$ cat config.mk
export PLATFORM = sky130hd
export DESIGN_NAME = pih_ctrl
export DESIGN_NICKNAME = d
export VERILOG_FILES = /design/src/design/pih_pkg.sv /design/src/design/pih_ctrl.sv
export SDC_FILE = /design/constraint.sdc
export NUM_CORES = 1
export LEC_CHECK = 0
export ABC_AREA = 1
export BUFFER_PORTS_ARGS = -buffer_cell sky130_fd_sc_hd__clkbuf_2
export CORE_UTILIZATION = 59
export DETAILED_ROUTE_END_ITERATION = 10
export HOLD_SLACK_MARGIN = 0.08
export PLACE_DENSITY = 0.89
export SLEW_MARGIN = 30
export SYNTH_ARGS = -nofsm -noshare
export SYNTH_HDL_FRONTEND = slang
export SYNTH_SLANG_ARGS = --single-unit
$ cat constraint.sdc
create_clock -name clk -period 3.4 [get_ports clk]
set_clock_uncertainty 0.1 [all_clocks]
set_input_delay 0.17 -clock clk [delete_from_list [all_inputs] [get_ports clk]]
set_output_delay 0.17 -clock clk [all_outputs]
set_load 0.02 [all_outputs]
$ cat src/design/pih_pkg.sv
// Shared types, codes and the face vertex table for the point-in-hexahedron block.
// No dependencies.
package pih_pkg;

	localparam int NUM_CORNERS = 8;
	localparam int FACE_LAST   = 5;
	localparam int STEP_LAST   = 18;

	typedef enum logic [2:0] {
		ST_IDLE = 3'b001,
		ST_RUN  = 3'b010,
		ST_DONE = 3'b100
	} state_t;

	typedef enum logic [2:0] {
		CAP_NONE,
		CAP_V0,
		CAP_V1,
		CAP_V2,
		CAP_V3
	} cap_t;

	typedef enum logic [3:0] {
		MS_AY_BZ,
		MS_AZ_BY,
		MS_AZ_BX,
		MS_AX_BZ,
		MS_AX_BY,
		MS_AY_BX,
		MS_XL,
		MS_XH,
		MS_YL,
		MS_YH,
		MS_ZL,
		MS_ZH
	} msel_t;

	typedef enum logic [3:0] {
		ACT_NONE,
		ACT_NX_SET,
		ACT_NX_SUB,
		ACT_NY_SET,
		ACT_NY_SUB,
		ACT_NZ_SET,
		ACT_NZ_SUB,
		ACT_ACC_SET,
		ACT_ACC_LO,
		ACT_ACC_HI
	} act_t;

	typedef struct packed {
		logic        wr_en;
		logic        ld_query;
		logic        rd_en;
		logic [2:0]  rd_addr;
		cap_t        cap;
		msel_t       msel;
		act_t        act;
		logic        chk;
	} cmd_t;

	function automatic logic [2:0] face_vtx(input logic [2:0] face, input logic [1:0] k);
		logic [11:0] row;
		begin
			case (face)
				3'd0: row = {3'd5, 3'd6, 3'd2, 3'd1};
				3'd1: row = {3'd3, 3'd7, 3'd4, 3'd0};
				3'd2: row = {3'd6, 3'd7, 3'd3, 3'd2};
				3'd3: row = {3'd4, 3'd5, 3'd1, 3'd0};
				3'd4: row = {3'd7, 3'd6, 3'd5, 3'd4};
				3'd5: row = {3'd1, 3'd2, 3'd3, 3'd0};
				default: row = '0;
			endcase
			face_vtx = row[3*k +: 3];
		end
	endfunction

endpackage

$ cat src/design/pih_ctrl.sv
// Sequencer for the face tests: handshakes, face and step counters, datapath commands.
// Depends on pih_pkg.
module pih_ctrl import pih_pkg::*; (
	input  logic clk,
	input  logic arst_n,
	input  logic in_valid,
	output logic in_stall,
	input  logic op,
	output logic out_valid,
	input  logic out_stall,
	output cmd_t cmd
);
	state_t     state_q;
	logic [2:0] face_q;
	logic [4:0] step_q;
	logic       accept;

	assign in_stall  = (state_q != ST_IDLE);
	assign out_valid = (state_q == ST_DONE);
	assign accept    = in_valid && !in_stall;

	always_ff @(posedge clk or negedge arst_n) begin
		if (!arst_n) begin
			state_q <= ST_IDLE;
			face_q  <= '0;
			step_q  <= '0;
		end else begin
			case (state_q)
				ST_IDLE: begin
					if (accept && op) begin
						state_q <= ST_RUN;
						face_q  <= '0;
						step_q  <= '0;
					end
				end
				ST_RUN: begin
					if (step_q == 5'(STEP_LAST)) begin
						step_q <= '0;
						if (face_q == 3'(FACE_LAST)) begin
							state_q <= ST_DONE;
						end else begin
							face_q <= face_q + 3'd1;
						end
					end else begin
						step_q <= step_q + 5'd1;
					end
				end
				ST_DONE: begin
					if (!out_stall) begin
						state_q <= ST_IDLE;
					end
				end
				default: state_q <= ST_IDLE;
			endcase
		end
	end

	always_comb begin
		cmd          = '0;
		cmd.cap      = CAP_NONE;
		cmd.msel     = MS_AY_BZ;
		cmd.act      = ACT_NONE;
		cmd.wr_en    = accept && !op;
		cmd.ld_query = accept && op;
		cmd.rd_addr  = face_vtx(face_q, step_q[1:0]);
		if (state_q == ST_RUN) begin
			cmd.rd_en = (step_q < 5'd4);
			case (step_q)
				5'd1:  cmd.cap = CAP_V0;
				5'd2:  cmd.cap = CAP_V1;
				5'd3:  cmd.cap = CAP_V2;
				5'd4:  cmd.cap = CAP_V3;
				default: cmd.cap = CAP_NONE;
			endcase
			case (step_q)
				5'd4:  cmd.msel = MS_AY_BZ;
				5'd5:  cmd.msel = MS_AZ_BY;
				5'd6:  cmd.msel = MS_AZ_BX;
				5'd7:  cmd.msel = MS_AX_BZ;
				5'd8:  cmd.msel = MS_AX_BY;
				5'd9:  cmd.msel = MS_AY_BX;
				5'd11: cmd.msel = MS_XL;
				5'd12: cmd.msel = MS_XH;
				5'd13: cmd.msel = MS_YL;
				5'd14: cmd.msel = MS_YH;
				5'd15: cmd.msel = MS_ZL;
				5'd16: cmd.msel = MS_ZH;
				default: cmd.msel = MS_AY_BZ;
			endcase
			case (step_q)
				5'd5:  cmd.act = ACT_NX_SET;
				5'd6:  cmd.act = ACT_NX_SUB;
				5'd7:  cmd.act = ACT_NY_SET;
				5'd8:  cmd.act = ACT_NY_SUB;
				5'd9:  cmd.act = ACT_NZ_SET;
				5'd10: cmd.act = ACT_NZ_SUB;
				5'd12: cmd.act = ACT_ACC_SET;
				5'd13: cmd.act = ACT_ACC_HI;
				5'd14: cmd.act = ACT_ACC_LO;
				5'd15: cmd.act = ACT_ACC_HI;
				5'd16: cmd.act = ACT_ACC_LO;
				5'd17: cmd.act = ACT_ACC_HI;
				default: cmd.act = ACT_NONE;
			endcase
			cmd.chk = (step_q == 5'(STEP_LAST));
		end
	end
endmodule

==> results.yml <==
run_status:
  status: "complete, no violations"
clocking:
  clk_latency_ns: 0.28
  numCtsBuffers: 3
  cts_resized: 0
  cts.sinks: 11
  cts-root-buf: "clkbuf_4"
  htreeDepth: 1
  clk_pin_slew_worst_paths_ns: 0.08
  cts_tree: "done"
  cts_buffer_depth: 2
sta:
  rsz0062_at_grt: "false"
  fin_crit_ns: 2.206
  finalSetupTns_ns: 0
  worstMarginPinSlew_ns: 0.4366
  finalHoldViolations: 0
  worst_slack_ns: 1.194
  holdWs_ns: 0.1330
  fin_crit_sh: 0.6488
  fmax_ghz: 0.4533
  relSlewSlack: 0.7089
  setup_viol: 0
  finalMaxSlewViolations: 0
place:
  dpl.hpwl_mm: 2.160
  place_congestion: 0.9124
  place.port_buffers: 24
  place_ws_ns: 1.512
  placed_cells: 225
setup_path:
  start_kind: "flop"
  reg2reg_depth: 7
  crit_path_max_fanout: 10
  cp_common_cell: "nor2_1"
  reg2reg_to: "step_q[1]"
  path_depth: 8
  reg2reg_from: "step_q[0]"
  crit_path_max_incr_delay_ns: 0.51
  critPathRequiredTime_ns: 3.13
  path_delay_family: "flip-flops"
  crit_buf_inv: 2
  end_kind: "output port"
  cp_cell_sequence: "inv_1 -> ha_1 -> nor2_1 -> nor2_1 -> nand2_1 -> o21ai_0 -> nor2_1 -> clkbuf_2"
  cp.arrival_ns: 1.94
  crit_path_top_delay_cell: "dfrtp_1"
  crit_type: "reg -> out"
  ff2ff_setup_slack_ns: 1.66
floorplanning:
  ios: 25
  die_h_um: 47.40
  rows: 16
  die_area_um2: 2247
  die_width_um: 47.40
  initial_core_util: 0.6263
  placeableCoreArea_um2: 1942
final_layout:
  final_util: 0.7107
  nNetsFinal: 225
  multi_input_area_um2: 810.8
  final_common_cell: "nand2_1"
  num-fill-cells: 176
  register_area_um2: 276.5
  final_cell_mix: "nand2_1, nor2_1, clkbuf_2"
  fin_cells: 231
  drive_gt1_frac: 0.2059
  areaGrowthSynthToFinish_pct: 13.48
  diodes: 0
logic_synthesis:
  synth-warning-count: 0
  yosysTopAreaCell: "dfrtp_1"
  ys_seq_elements: 11
  synth_area_um2: 1216
  ys_seq_area_frac: 0.2274
  synthesis.nets: 198
  synth.area.top_cells: "dfrtp_1, ha_1, nand2_1"
  yosysTopAreaCellShare: 0.2058
  synth.distinct_cells: 30
  syn_avg_cell_area_um2: 6.832
  netlist_instances: 178
global_route:
  grt_max_degree: 13
  grt_pass1_vias: 1032
  grt_pass1_wl_mm: 4.340
  antenna_found_initial: 0
  grt_overflow: 0
  grtUsageTotal: 0.2701
power_and_ir_drop:
  p_per_area_nw_per_um2: 166.2
  irDropWorstVdd_mv: 0.1923
  p_leak_nw: 0.7883
hold_path:
  min_to: "state_q[1]"
  hold_depth: 3
  hold_class: "in -> reg"
  hp-start: "in_valid"
routing:
  post-route-drc-count: 0
  routed_wl_mm: 2.850
  postRouteAntennaNets: 0
  wire_per_inst_um: 12.34
  dr.pass1.iters: 5
  vias: 1233
  vias_per_cell: 5.338
  drt_iter0_markers: 38
flow_run:
  max_cap_viol_count: 0
cell usage after synthesis, drive strengths merged:
cell type	count
a21oi	6
a31oi	1
and3	1
buf	4
clkinv	1
dfrtp	10
dfstp	1
ha	15
inv	23
nand2	39
nand3	18
nand4	5
nor2	28
nor3	5
nor4	1
o21a	1
o21ai	15
o22ai	1
or2	1
xor2	2
flip-flops by register name, indices dropped and copies added (netlist names):
signal,flops
step_q,5
state_q,3
face_q,3
how the worst max path moves through the flow:
stage          slack [ns]      start      end
3_3_place_gp         1.55  face_q[2]  cmd[12]
4_1_cts              1.19  step_q[1]   cmd[6]
5_1_grt              1.02  step_q[1]   cmd[6]
2_1_floorplan        1.50  step_q[1]   cmd[3]
3_5_place_dp         1.51  step_q[1]   cmd[6]
6_report             1.19  step_q[1]   cmd[6]
cell type report:
type,count,share of cell area
timing repair buffer,26,0.1015
multi-input combinational,139,0.5875
sequential,11,0.2004
inverter,24,0.06618
clock inverter,1,0.003626
tap,27,0.02448
clock buffer,3,0.01632
metrics by stage:
stage               cell area (µm²)  power (mW)
finish                         1380      0.2293
global route                   1380      0.2428
CTS                            1380      0.2337
detailed placement             1333      0.1398
global placement               1333      0.1395
floorplan                      1216      0.1346
repair_timing:
action                    CTS  global route
hold buffers                2             0
setup buffers               0             0
hold endpoints to repair   12             0
worst reg2reg max path, cell delays in order, from the launching register on:
cell and delay [ns]:
dfrtp_1 0.49, inv_2 0.22, ha_1 0.24, nand3_1 0.15, nand2_4 0.15, inv_2 0.08, nand2_1 0.05, o21ai_0 0.11
per-layer routing:
metal	part of all wire	up-vias	track usage
met4	0.013	0	0.05714
li1	-	630	-
met5	0	-	0
met2	0.52	43	0.4685
met1	0.42	554	0.3302
met3	0.052	6	0.07692
logic make-up (layout without fill, tap and decap cells):
logic type / count (synthesis) / after routing / share of synthesized area
AO/OA/AOI/OAI: 24 / 24 / 0.1152
XOR/XNOR: 2 / 2 / 0.01441
adder cells (fa/ha/maj): 15 / 15 / 0.1543
buffers and inverters: 28 / 54 / 0.1060
flip-flops: 11 / 11 / 0.2274
AND/OR/NAND/NOR: 98 / 98 / 0.3827
report_power, final:
group          leakage, nW  total, mW  switching [mW]  internal, mW
Combinational        0.641    0.00819         0.00489       0.00331
Sequential           0.130      0.131               0         0.131
Clock               0.0177     0.0903          0.0467        0.0437
Total                0.788      0.229          0.0516         0.178
Power figures use the tool's default switching activity.
