$ cat src/design/pih_pkg.sv
// Shared types, codes and the face vertex table for the point-in-hexahedron block.
// No dependencies.
package pih_pkg;

	localparam int NUM_CORNERS = 8;
	localparam int FACE_LAST   = 5;
	localparam int STEP_LAST   = 18;

	typedef enum logic [2:0] {
		ST_IDLE = 3'b001,
		ST_RUN  = 3'b010,
		ST_DONE = 3'b100
	} state_t;

	typedef enum logic [2:0] {
		CAP_NONE,
		CAP_V0,
		CAP_V1,
		CAP_V2,
		CAP_V3
	} cap_t;

	typedef enum logic [3:0] {
		MS_AY_BZ,
		MS_AZ_BY,
		MS_AZ_BX,
		MS_AX_BZ,
		MS_AX_BY,
		MS_AY_BX,
		MS_XL,
		MS_XH,
		MS_YL,
		MS_YH,
		MS_ZL,
		MS_ZH
	} msel_t;

	typedef enum logic [3:0] {
		ACT_NONE,
		ACT_NX_SET,
		ACT_NX_SUB,
		ACT_NY_SET,
		ACT_NY_SUB,
		ACT_NZ_SET,
		ACT_NZ_SUB,
		ACT_ACC_SET,
		ACT_ACC_LO,
		ACT_ACC_HI
	} act_t;

	typedef struct packed {
		logic        wr_en;
		logic        ld_query;
		logic        rd_en;
		logic [2:0]  rd_addr;
		cap_t        cap;
		msel_t       msel;
		act_t        act;
		logic        chk;
	} cmd_t;

	function automatic logic [2:0] face_vtx(input logic [2:0] face, input logic [1:0] k);
		logic [11:0] row;
		begin
			case (face)
				3'd0: row = {3'd5, 3'd6, 3'd2, 3'd1};
				3'd1: row = {3'd3, 3'd7, 3'd4, 3'd0};
				3'd2: row = {3'd6, 3'd7, 3'd3, 3'd2};
				3'd3: row = {3'd4, 3'd5, 3'd1, 3'd0};
				3'd4: row = {3'd7, 3'd6, 3'd5, 3'd4};
				3'd5: row = {3'd1, 3'd2, 3'd3, 3'd0};
				default: row = '0;
			endcase
			face_vtx = row[3*k +: 3];
		end
	endfunction

endpackage

$ cat src/design/pih_ram.sv
// Generic single-write, single-read RAM with registered read data.
// No dependencies.
module pih_ram #(
	parameter int WIDTH = 72,
	parameter int DEPTH = 8
) (
	input  logic                     clk,
	input  logic                     wr_en,
	input  logic [$clog2(DEPTH)-1:0] wr_addr,
	input  logic [WIDTH-1:0]         wr_data,
	input  logic                     rd_en,
	input  logic [$clog2(DEPTH)-1:0] rd_addr,
	output logic [WIDTH-1:0]         rd_data
);
	logic [WIDTH-1:0] mem_q [DEPTH];

	always_ff @(posedge clk) begin
		if (wr_en) begin
			mem_q[wr_addr] <= wr_data;
		end
		if (rd_en) begin
			rd_data <= mem_q[rd_addr];
		end
	end
endmodule

$ cat src/design/pih_dp.sv
// Datapath: corner store, edge vectors, face sums, shared multiplier, normal and dot accumulators.
// Depends on pih_pkg and pih_ram.
module pih_dp import pih_pkg::*; #(
	parameter int COORD_BITS = 24
) (
	input  logic                         clk,
	input  logic                         arst_n,
	input  cmd_t                         cmd,
	input  logic [2:0]                   vertex_index,
	input  logic signed [COORD_BITS-1:0] coord_x,
	input  logic signed [COORD_BITS-1:0] coord_y,
	input  logic signed [COORD_BITS-1:0] coord_z,
	output logic                         inside_res
);
	localparam int V = COORD_BITS;
	localparam int D = V + 1;
	localparam int S = V + 4;
	localparam int N = 2 * V + 3;
	localparam int K = V + 2;
	localparam int M = V + 4;
	localparam int P = 2 * M;
	localparam int A = 3 * V + 8;

	logic [NUM_CORNERS-1:0] vld_q;
	logic                   rd_vld_s1;
	logic [3*V-1:0]         rd_data;
	logic signed [V-1:0]    vd [3];
	logic signed [V-1:0]    v0_q [3];
	logic signed [V-1:0]    pt_q [3];
	logic signed [D-1:0]    a_q [3];
	logic signed [D-1:0]    b_q [3];
	logic signed [S-1:0]    sum_q [3];
	logic signed [N-1:0]    n_q [3];
	logic signed [A-1:0]    acc_q;
	logic signed [P-1:0]    p_q;
	logic signed [P-1:0]    prod;
	logic signed [A-1:0]    pe;
	logic signed [M-1:0]    op_a;
	logic signed [M-1:0]    op_b;
	logic                   inside_q;

	pih_ram #(.WIDTH(3 * V), .DEPTH(NUM_CORNERS)) u_ram (
		.clk     (clk),
		.wr_en   (cmd.wr_en),
		.wr_addr (vertex_index),
		.wr_data ({coord_z, coord_y, coord_x}),
		.rd_en   (cmd.rd_en),
		.rd_addr (cmd.rd_addr),
		.rd_data (rd_data)
	);

	always_ff @(posedge clk or negedge arst_n) begin
		if (!arst_n) begin
			vld_q     <= '0;
			rd_vld_s1 <= 1'b0;
			inside_q  <= 1'b1;
		end else begin
			if (cmd.wr_en) begin
				vld_q[vertex_index] <= 1'b1;
			end
			if (cmd.rd_en) begin
				rd_vld_s1 <= vld_q[cmd.rd_addr];
			end
			if (cmd.ld_query) begin
				inside_q <= 1'b1;
			end else if (cmd.chk && acc_q[A-1]) begin
				inside_q <= 1'b0;
			end
		end
	end

	always_comb begin
		for (int i = 0; i < 3; i++) begin
			vd[i] = rd_vld_s1 ? rd_data[i*V +: V] : '0;
		end
	end

	always_comb begin
		op_a = '0;
		op_b = '0;
		case (cmd.msel)
			MS_AY_BZ: begin
				op_a = {{(M-D){a_q[1][D-1]}}, a_q[1]};
				op_b = {{(M-D){b_q[2][D-1]}}, b_q[2]};
			end
			MS_AZ_BY: begin
				op_a = {{(M-D){a_q[2][D-1]}}, a_q[2]};
				op_b = {{(M-D){b_q[1][D-1]}}, b_q[1]};
			end
			MS_AZ_BX: begin
				op_a = {{(M-D){a_q[2][D-1]}}, a_q[2]};
				op_b = {{(M-D){b_q[0][D-1]}}, b_q[0]};
			end
			MS_AX_BZ: begin
				op_a = {{(M-D){a_q[0][D-1]}}, a_q[0]};
				op_b = {{(M-D){b_q[2][D-1]}}, b_q[2]};
			end
			MS_AX_BY: begin
				op_a = {{(M-D){a_q[0][D-1]}}, a_q[0]};
				op_b = {{(M-D){b_q[1][D-1]}}, b_q[1]};
			end
			MS_AY_BX: begin
				op_a = {{(M-D){a_q[1][D-1]}}, a_q[1]};
				op_b = {{(M-D){b_q[0][D-1]}}, b_q[0]};
			end
			MS_XL: begin
				op_a = sum_q[0];
				op_b = {{(M-K){1'b0}}, n_q[0][K-1:0]};
			end
			MS_XH: begin
				op_a = sum_q[0];
				op_b = {{(M-(N-K)){n_q[0][N-1]}}, n_q[0][N-1:K]};
			end
			MS_YL: begin
				op_a = sum_q[1];
				op_b = {{(M-K){1'b0}}, n_q[1][K-1:0]};
			end
			MS_YH: begin
				op_a = sum_q[1];
				op_b = {{(M-(N-K)){n_q[1][N-1]}}, n_q[1][N-1:K]};
			end
			MS_ZL: begin
				op_a = sum_q[2];
				op_b = {{(M-K){1'b0}}, n_q[2][K-1:0]};
			end
			MS_ZH: begin
				op_a = sum_q[2];
				op_b = {{(M-(N-K)){n_q[2][N-1]}}, n_q[2][N-1:K]};
			end
			default: begin
				op_a = '0;
				op_b = '0;
			end
		endcase
	end

	assign prod = op_a * op_b;
	assign pe   = {{(A-P){p_q[P-1]}}, p_q};

	always_ff @(posedge clk) begin
		p_q <= prod;
		if (cmd.ld_query) begin
			pt_q[0] <= coord_x;
			pt_q[1] <= coord_y;
			pt_q[2] <= coord_z;
		end
		for (int i = 0; i < 3; i++) begin
			case (cmd.cap)
				CAP_V0: begin
					v0_q[i]  <= vd[i];
					sum_q[i] <= {{(S-V){vd[i][V-1]}}, vd[i]};
				end
				CAP_V1: begin
					a_q[i]   <= {vd[i][V-1], vd[i]} - {v0_q[i][V-1], v0_q[i]};
					sum_q[i] <= sum_q[i] + {{(S-V){vd[i][V-1]}}, vd[i]};
				end
				CAP_V2: begin
					b_q[i]   <= {vd[i][V-1], vd[i]} - {v0_q[i][V-1], v0_q[i]};
					sum_q[i] <= sum_q[i] + {{(S-V){vd[i][V-1]}}, vd[i]};
				end
				CAP_V3: begin
					sum_q[i] <= sum_q[i] + {{(S-V){vd[i][V-1]}}, vd[i]}
						- {{(S-V-2){pt_q[i][V-1]}}, pt_q[i], 2'b00};
				end
				default: begin
				end
			endcase
		end
		case (cmd.act)
			ACT_NX_SET:  n_q[0] <= p_q[N-1:0];
			ACT_NX_SUB:  n_q[0] <= n_q[0] - p_q[N-1:0];
			ACT_NY_SET:  n_q[1] <= p_q[N-1:0];
			ACT_NY_SUB:  n_q[1] <= n_q[1] - p_q[N-1:0];
			ACT_NZ_SET:  n_q[2] <= p_q[N-1:0];
			ACT_NZ_SUB:  n_q[2] <= n_q[2] - p_q[N-1:0];
			ACT_ACC_SET: acc_q  <= pe;
			ACT_ACC_LO:  acc_q  <= acc_q + pe;
			ACT_ACC_HI:  acc_q  <= acc_q + (pe <<< K);
			default: begin
			end
		endcase
	end

	assign inside_res = inside_q;
endmodule

$ cat config.mk
export PLATFORM = sky130hd
export DESIGN_NAME = pih_dp
export DESIGN_NICKNAME = d
export VERILOG_FILES = /design/src/design/pih_pkg.sv /design/src/design/pih_ram.sv /design/src/design/pih_dp.sv
export SDC_FILE = /design/constraint.sdc
export NUM_CORES = 2
export LEC_CHECK = 0
export ABC_AREA = 1
export BUFFER_PORTS_ARGS = -buffer_cell sky130_fd_sc_hd__buf_2
export CAP_MARGIN = 25
export CELL_PAD_IN_SITES_DETAIL_PLACEMENT = 1
export CELL_PAD_IN_SITES_GLOBAL_PLACEMENT = 1
export CORE_MARGIN = 1
export CORE_UTILIZATION = 40
export CTS_CLUSTER_DIAMETER = 100
export DETAILED_ROUTE_END_ITERATION = 8
export GPL_TIMING_DRIVEN = 0
export PLACE_DENSITY = 0.7
export SETUP_SLACK_MARGIN = 0.3
export SYNTH_ARGS = -nofsm -noshare
export SYNTH_HDL_FRONTEND = slang
export SYNTH_SLANG_ARGS = --single-unit
$ cat constraint.sdc
create_clock -name clk -period 8.4 [get_ports clk]
set_clock_uncertainty 0.05 [all_clocks]
set_input_delay 0 -clock clk [delete_from_list [all_inputs] [get_ports clk]]
set_output_delay 0 -clock clk [all_outputs]
set_load 0.005 [all_outputs]
==> flow_summary_export.csv <==
group,metric,value,unit
timing,slew_headroom,0.1909,
yosys,synthMuxAreaShare,0,
route,drcViolationCount,0,
cts,root_buffer,"clkbuf_16",
layout,fin_area,133800,um^2
critical_path,max_stage_delay,0.70,ns
yosys,synth_compound_area_frac,0.1064,
critical_path,critPathMostFrequentCell,"nand2_1",
die,ios,96,
timing,worstMarginPinSlew,1.212,ns
critical_path,r2r_setup_slack,0.29,ns
yosys,synthCells,14680,
timing,fin_crit_sh,0.9651,
route,vias,108600,
layout,drive_gt1_frac,0.07074,
yosys,syn_nets,16310,
cts,cts_tree,"yes",
timing,slew_viol_final,0,
yosys,synth_simple_gate_area_frac,0.2261,
layout,syn2layout_area_growth,14.74,%
cts,clkTransAtPathRegs,0.06,ns
critical_path,critical_path_arrival,8.73,ns
yosys,async_flop_share,0.007547,
global_route,grt-ovfl-total,0,
yosys,synth-edff-count,1259,
critical_path,reg2regPathDepth,29,
route,wl,534100,um
hold_path,worst_hold_path_type,"input port to flop",
placed_design,place_area,123400,um^2
placed_design,dp_cells,18720,
layout,nets,16930,
route,drtIter0Drc,9212,
die,row_count,197,
layout,final_common_cell,"nand2_1",
critical_path,critPathKind,"flop to flop",
yosys,yosys_warnings,0,
cts,numCtsBuffers,163,
die,start_util,0.4034,
hold_path,holdPathEnd,"u_ram.mem_q[7][58]",
critical_path,crit_slowest_cell,"fa_2",
timing,hold_viol_final,0,
layout,final_cell_mix,"nand2_1, inv_1, nor2_1",
yosys,synth_top_area_cell,"edfxtp_1",
global_route,grt_usage,0.3568,
route,antenna_left,0,
critical_path,startpoint_type,"flop",
yosys,synth_area_leaders,"edfxtp_1, fa_1, nand2_1",
critical_path,worstSetupEndpointType,"flop",
global_route,grt_first_pass_wirelength,761600,um
placed_design,gp_congestion,1.016,
die,die_x,542.0,um
critical_path,crit_required,9.02,ns
timing,rsz0062_at_grt,"yes",
cts,clock_sinks,1325,
route,wire_per_inst,27.62,um
critical_path,r2r-end,"p_q[46]",
run,maxCapViolCount,0,
layout,stdcell_count,19340,
hold_path,hp-start,"coord_z[10]",
yosys,ys_seq_area_frac,0.3359,
timing,setup_viol,0,
yosys,synth_area_per_cell,7.945,um^2
yosys,synthAdderAreaFrac,0.2183,
route,drt-vias-per-instance,5.619,
yosys,synth-main-ff-cell,"edfxtp_1",
yosys,synth_top_area_frac,0.3242,
yosys,yosysUniqueCellTypes,56,
global_route,grt_max_degree,63,
timing,fin_setup_tns,0,ns
die,chipHeight,542.0,um
timing,max_freq,123.3,MHz
die,core_area,289100,um^2
cts,cts_max_path_buffers,4,
timing,min_period,8.107,ns
placed_design,port_buffers,95,
timing,layout_setup_ws,0.2928,ns
yosys,synth_seq_cells,1325,
hold_path,whs_path_depth,2,
route,drt_pre_antenna_iters,5,
critical_path,crit_start,"n_q[0][50]",
placed_design,place_ws,-2.174,ns
yosys,synth_xor_area_frac,0.01990,
die,dieArea,293700,um^2
placed_design,dpl.hpwl,435000,um
yosys,synth_top_family_by_area,"simple AND/OR/NAND/NOR gates",
critical_path,r2r_start,"n_q[0][50]",
cts,insertion_delay,0.91,ns
global_route,grt_pass1_vias,112100,
status,status,"finished clean",
critical_path,crit_fanout,10,
global_route,antenna_found_initial,24,
cts,h-tree-depth,4,
yosys,synth.cell_area,116600,um^2
[synthesized netlist by cell type, types with 49 or more instances]
cell type,n
o22ai_1,89
fa_1,838
a21oi_1,796
nand4_1,210
a22oi_1,64
xor2_1,166
buf_2,80
inv_1,2492
or2_2,49
nand3_1,739
nand2_1,3291
o21ai_0,937
dfxtp_1,56
clkbuf_1,232
edfxtp_1,1259
ha_1,694
o21bai_1,83
a31oi_1,83
nor2_1,1882
a21o_1,49
nor3_1,147
xnor2_1,99
[kinds of logic (layout without fill, tap and decap cells)]
group                      count (synthesis)  after routing
adders and majority gates               1532           1532
other                                      0             19
and+or+nand+nor                         6434           6434
xor gates and xnor gates                 265            265
buffers and inverters                   2873           3630
AOI/OAI and AO/OA                       2250           2250
DFF                                     1325           1325
[sequential cells by signal, summed over array words and instances, names as in the netlist]
signal,flops
u_ram.mem_q,576
n_q,153
sum_q,84
acc_q,80
a_q,75
b_q,75
pt_q,72
u_ram.rd_data,72
v0_q,72
p_q,56
vld_q,8
inside_res,1
rd_vld_s1,1
[per-stage QoR]
| step | util | hold slack, ns |
|---|---|---|
| floorplan | - | -0.3456 |
| global placement | 0.4218 | -0.1612 |
| detailed placement | 0.4268 | -0.1523 |
| CTS | 0.4578 | 0.01922 |
| global route | 0.4628 | 0.04295 |
| finish | 0.4628 | 0.04155 |
[routing by layer]
| layer | track usage | wire (um) | up-vias |
|---|---|---|---|
| li1 | - | - | 48990 |
| met1 | 0.4314 | 209200 | 54420 |
| met2 | 0.5853 | 247000 | 4005 |
| met3 | 0.05552 | 34760 | 1221 |
| met4 | 0.2447 | 42990 | 10 |
| met5 | 0 | 69 | - |
[how the worst max path moves through the flow]
stage	to	cells after the start	slack (ns)
4_1_cts	p_q[42]	30	0.26
5_1_grt	p_q[43]	31	0.17
2_1_floorplan	p_q[51]	36	0.81
6_report	p_q[46]	29	0.29
3_5_place_dp	p_q[42]	35	-2.17
3_3_place_gp	p_q[25]	32	-2.31
[area by class of cell]
type                            instances  area, um^2
Multi-Input combinational cell      10480       68340
Timing Repair Buffer                  465        4622
Inverter                             2533        9574
Sequential cell                      1325       39180
Antenna cell                           19       47.55
Clock buffer                          192        4270
Tap cell                             3880        4855
Fill cell                           35050      155300
Clock inverter                        102        1234
Buffer                                338        1692
[timing repair]
item | CTS | global route
pin swaps | 69 | 70
gates cloned | 0 | 0
gates resized for setup | 286 | 298
setup endpoints to repair | 43 | 35
setup buffers | 90 | 36
hold endpoints to repair | 1245 | 0
hold buffers | 170 | 0
[worst max-delay path: cells and delay by family, from the launching register on]
family                   cells  cell delay, ns
AO/OA/AOI/OAI                2            0.56
adder cells (fa/ha/maj)      9            4.40
buffers and inverters        4            0.59
flip-flops                   1            0.40
AND/OR/NAND/NOR             14            1.83
Power is left out: the tool's default activity adds up to more than one toggle a clock period on the data nets, which glitch-free logic cannot reach.
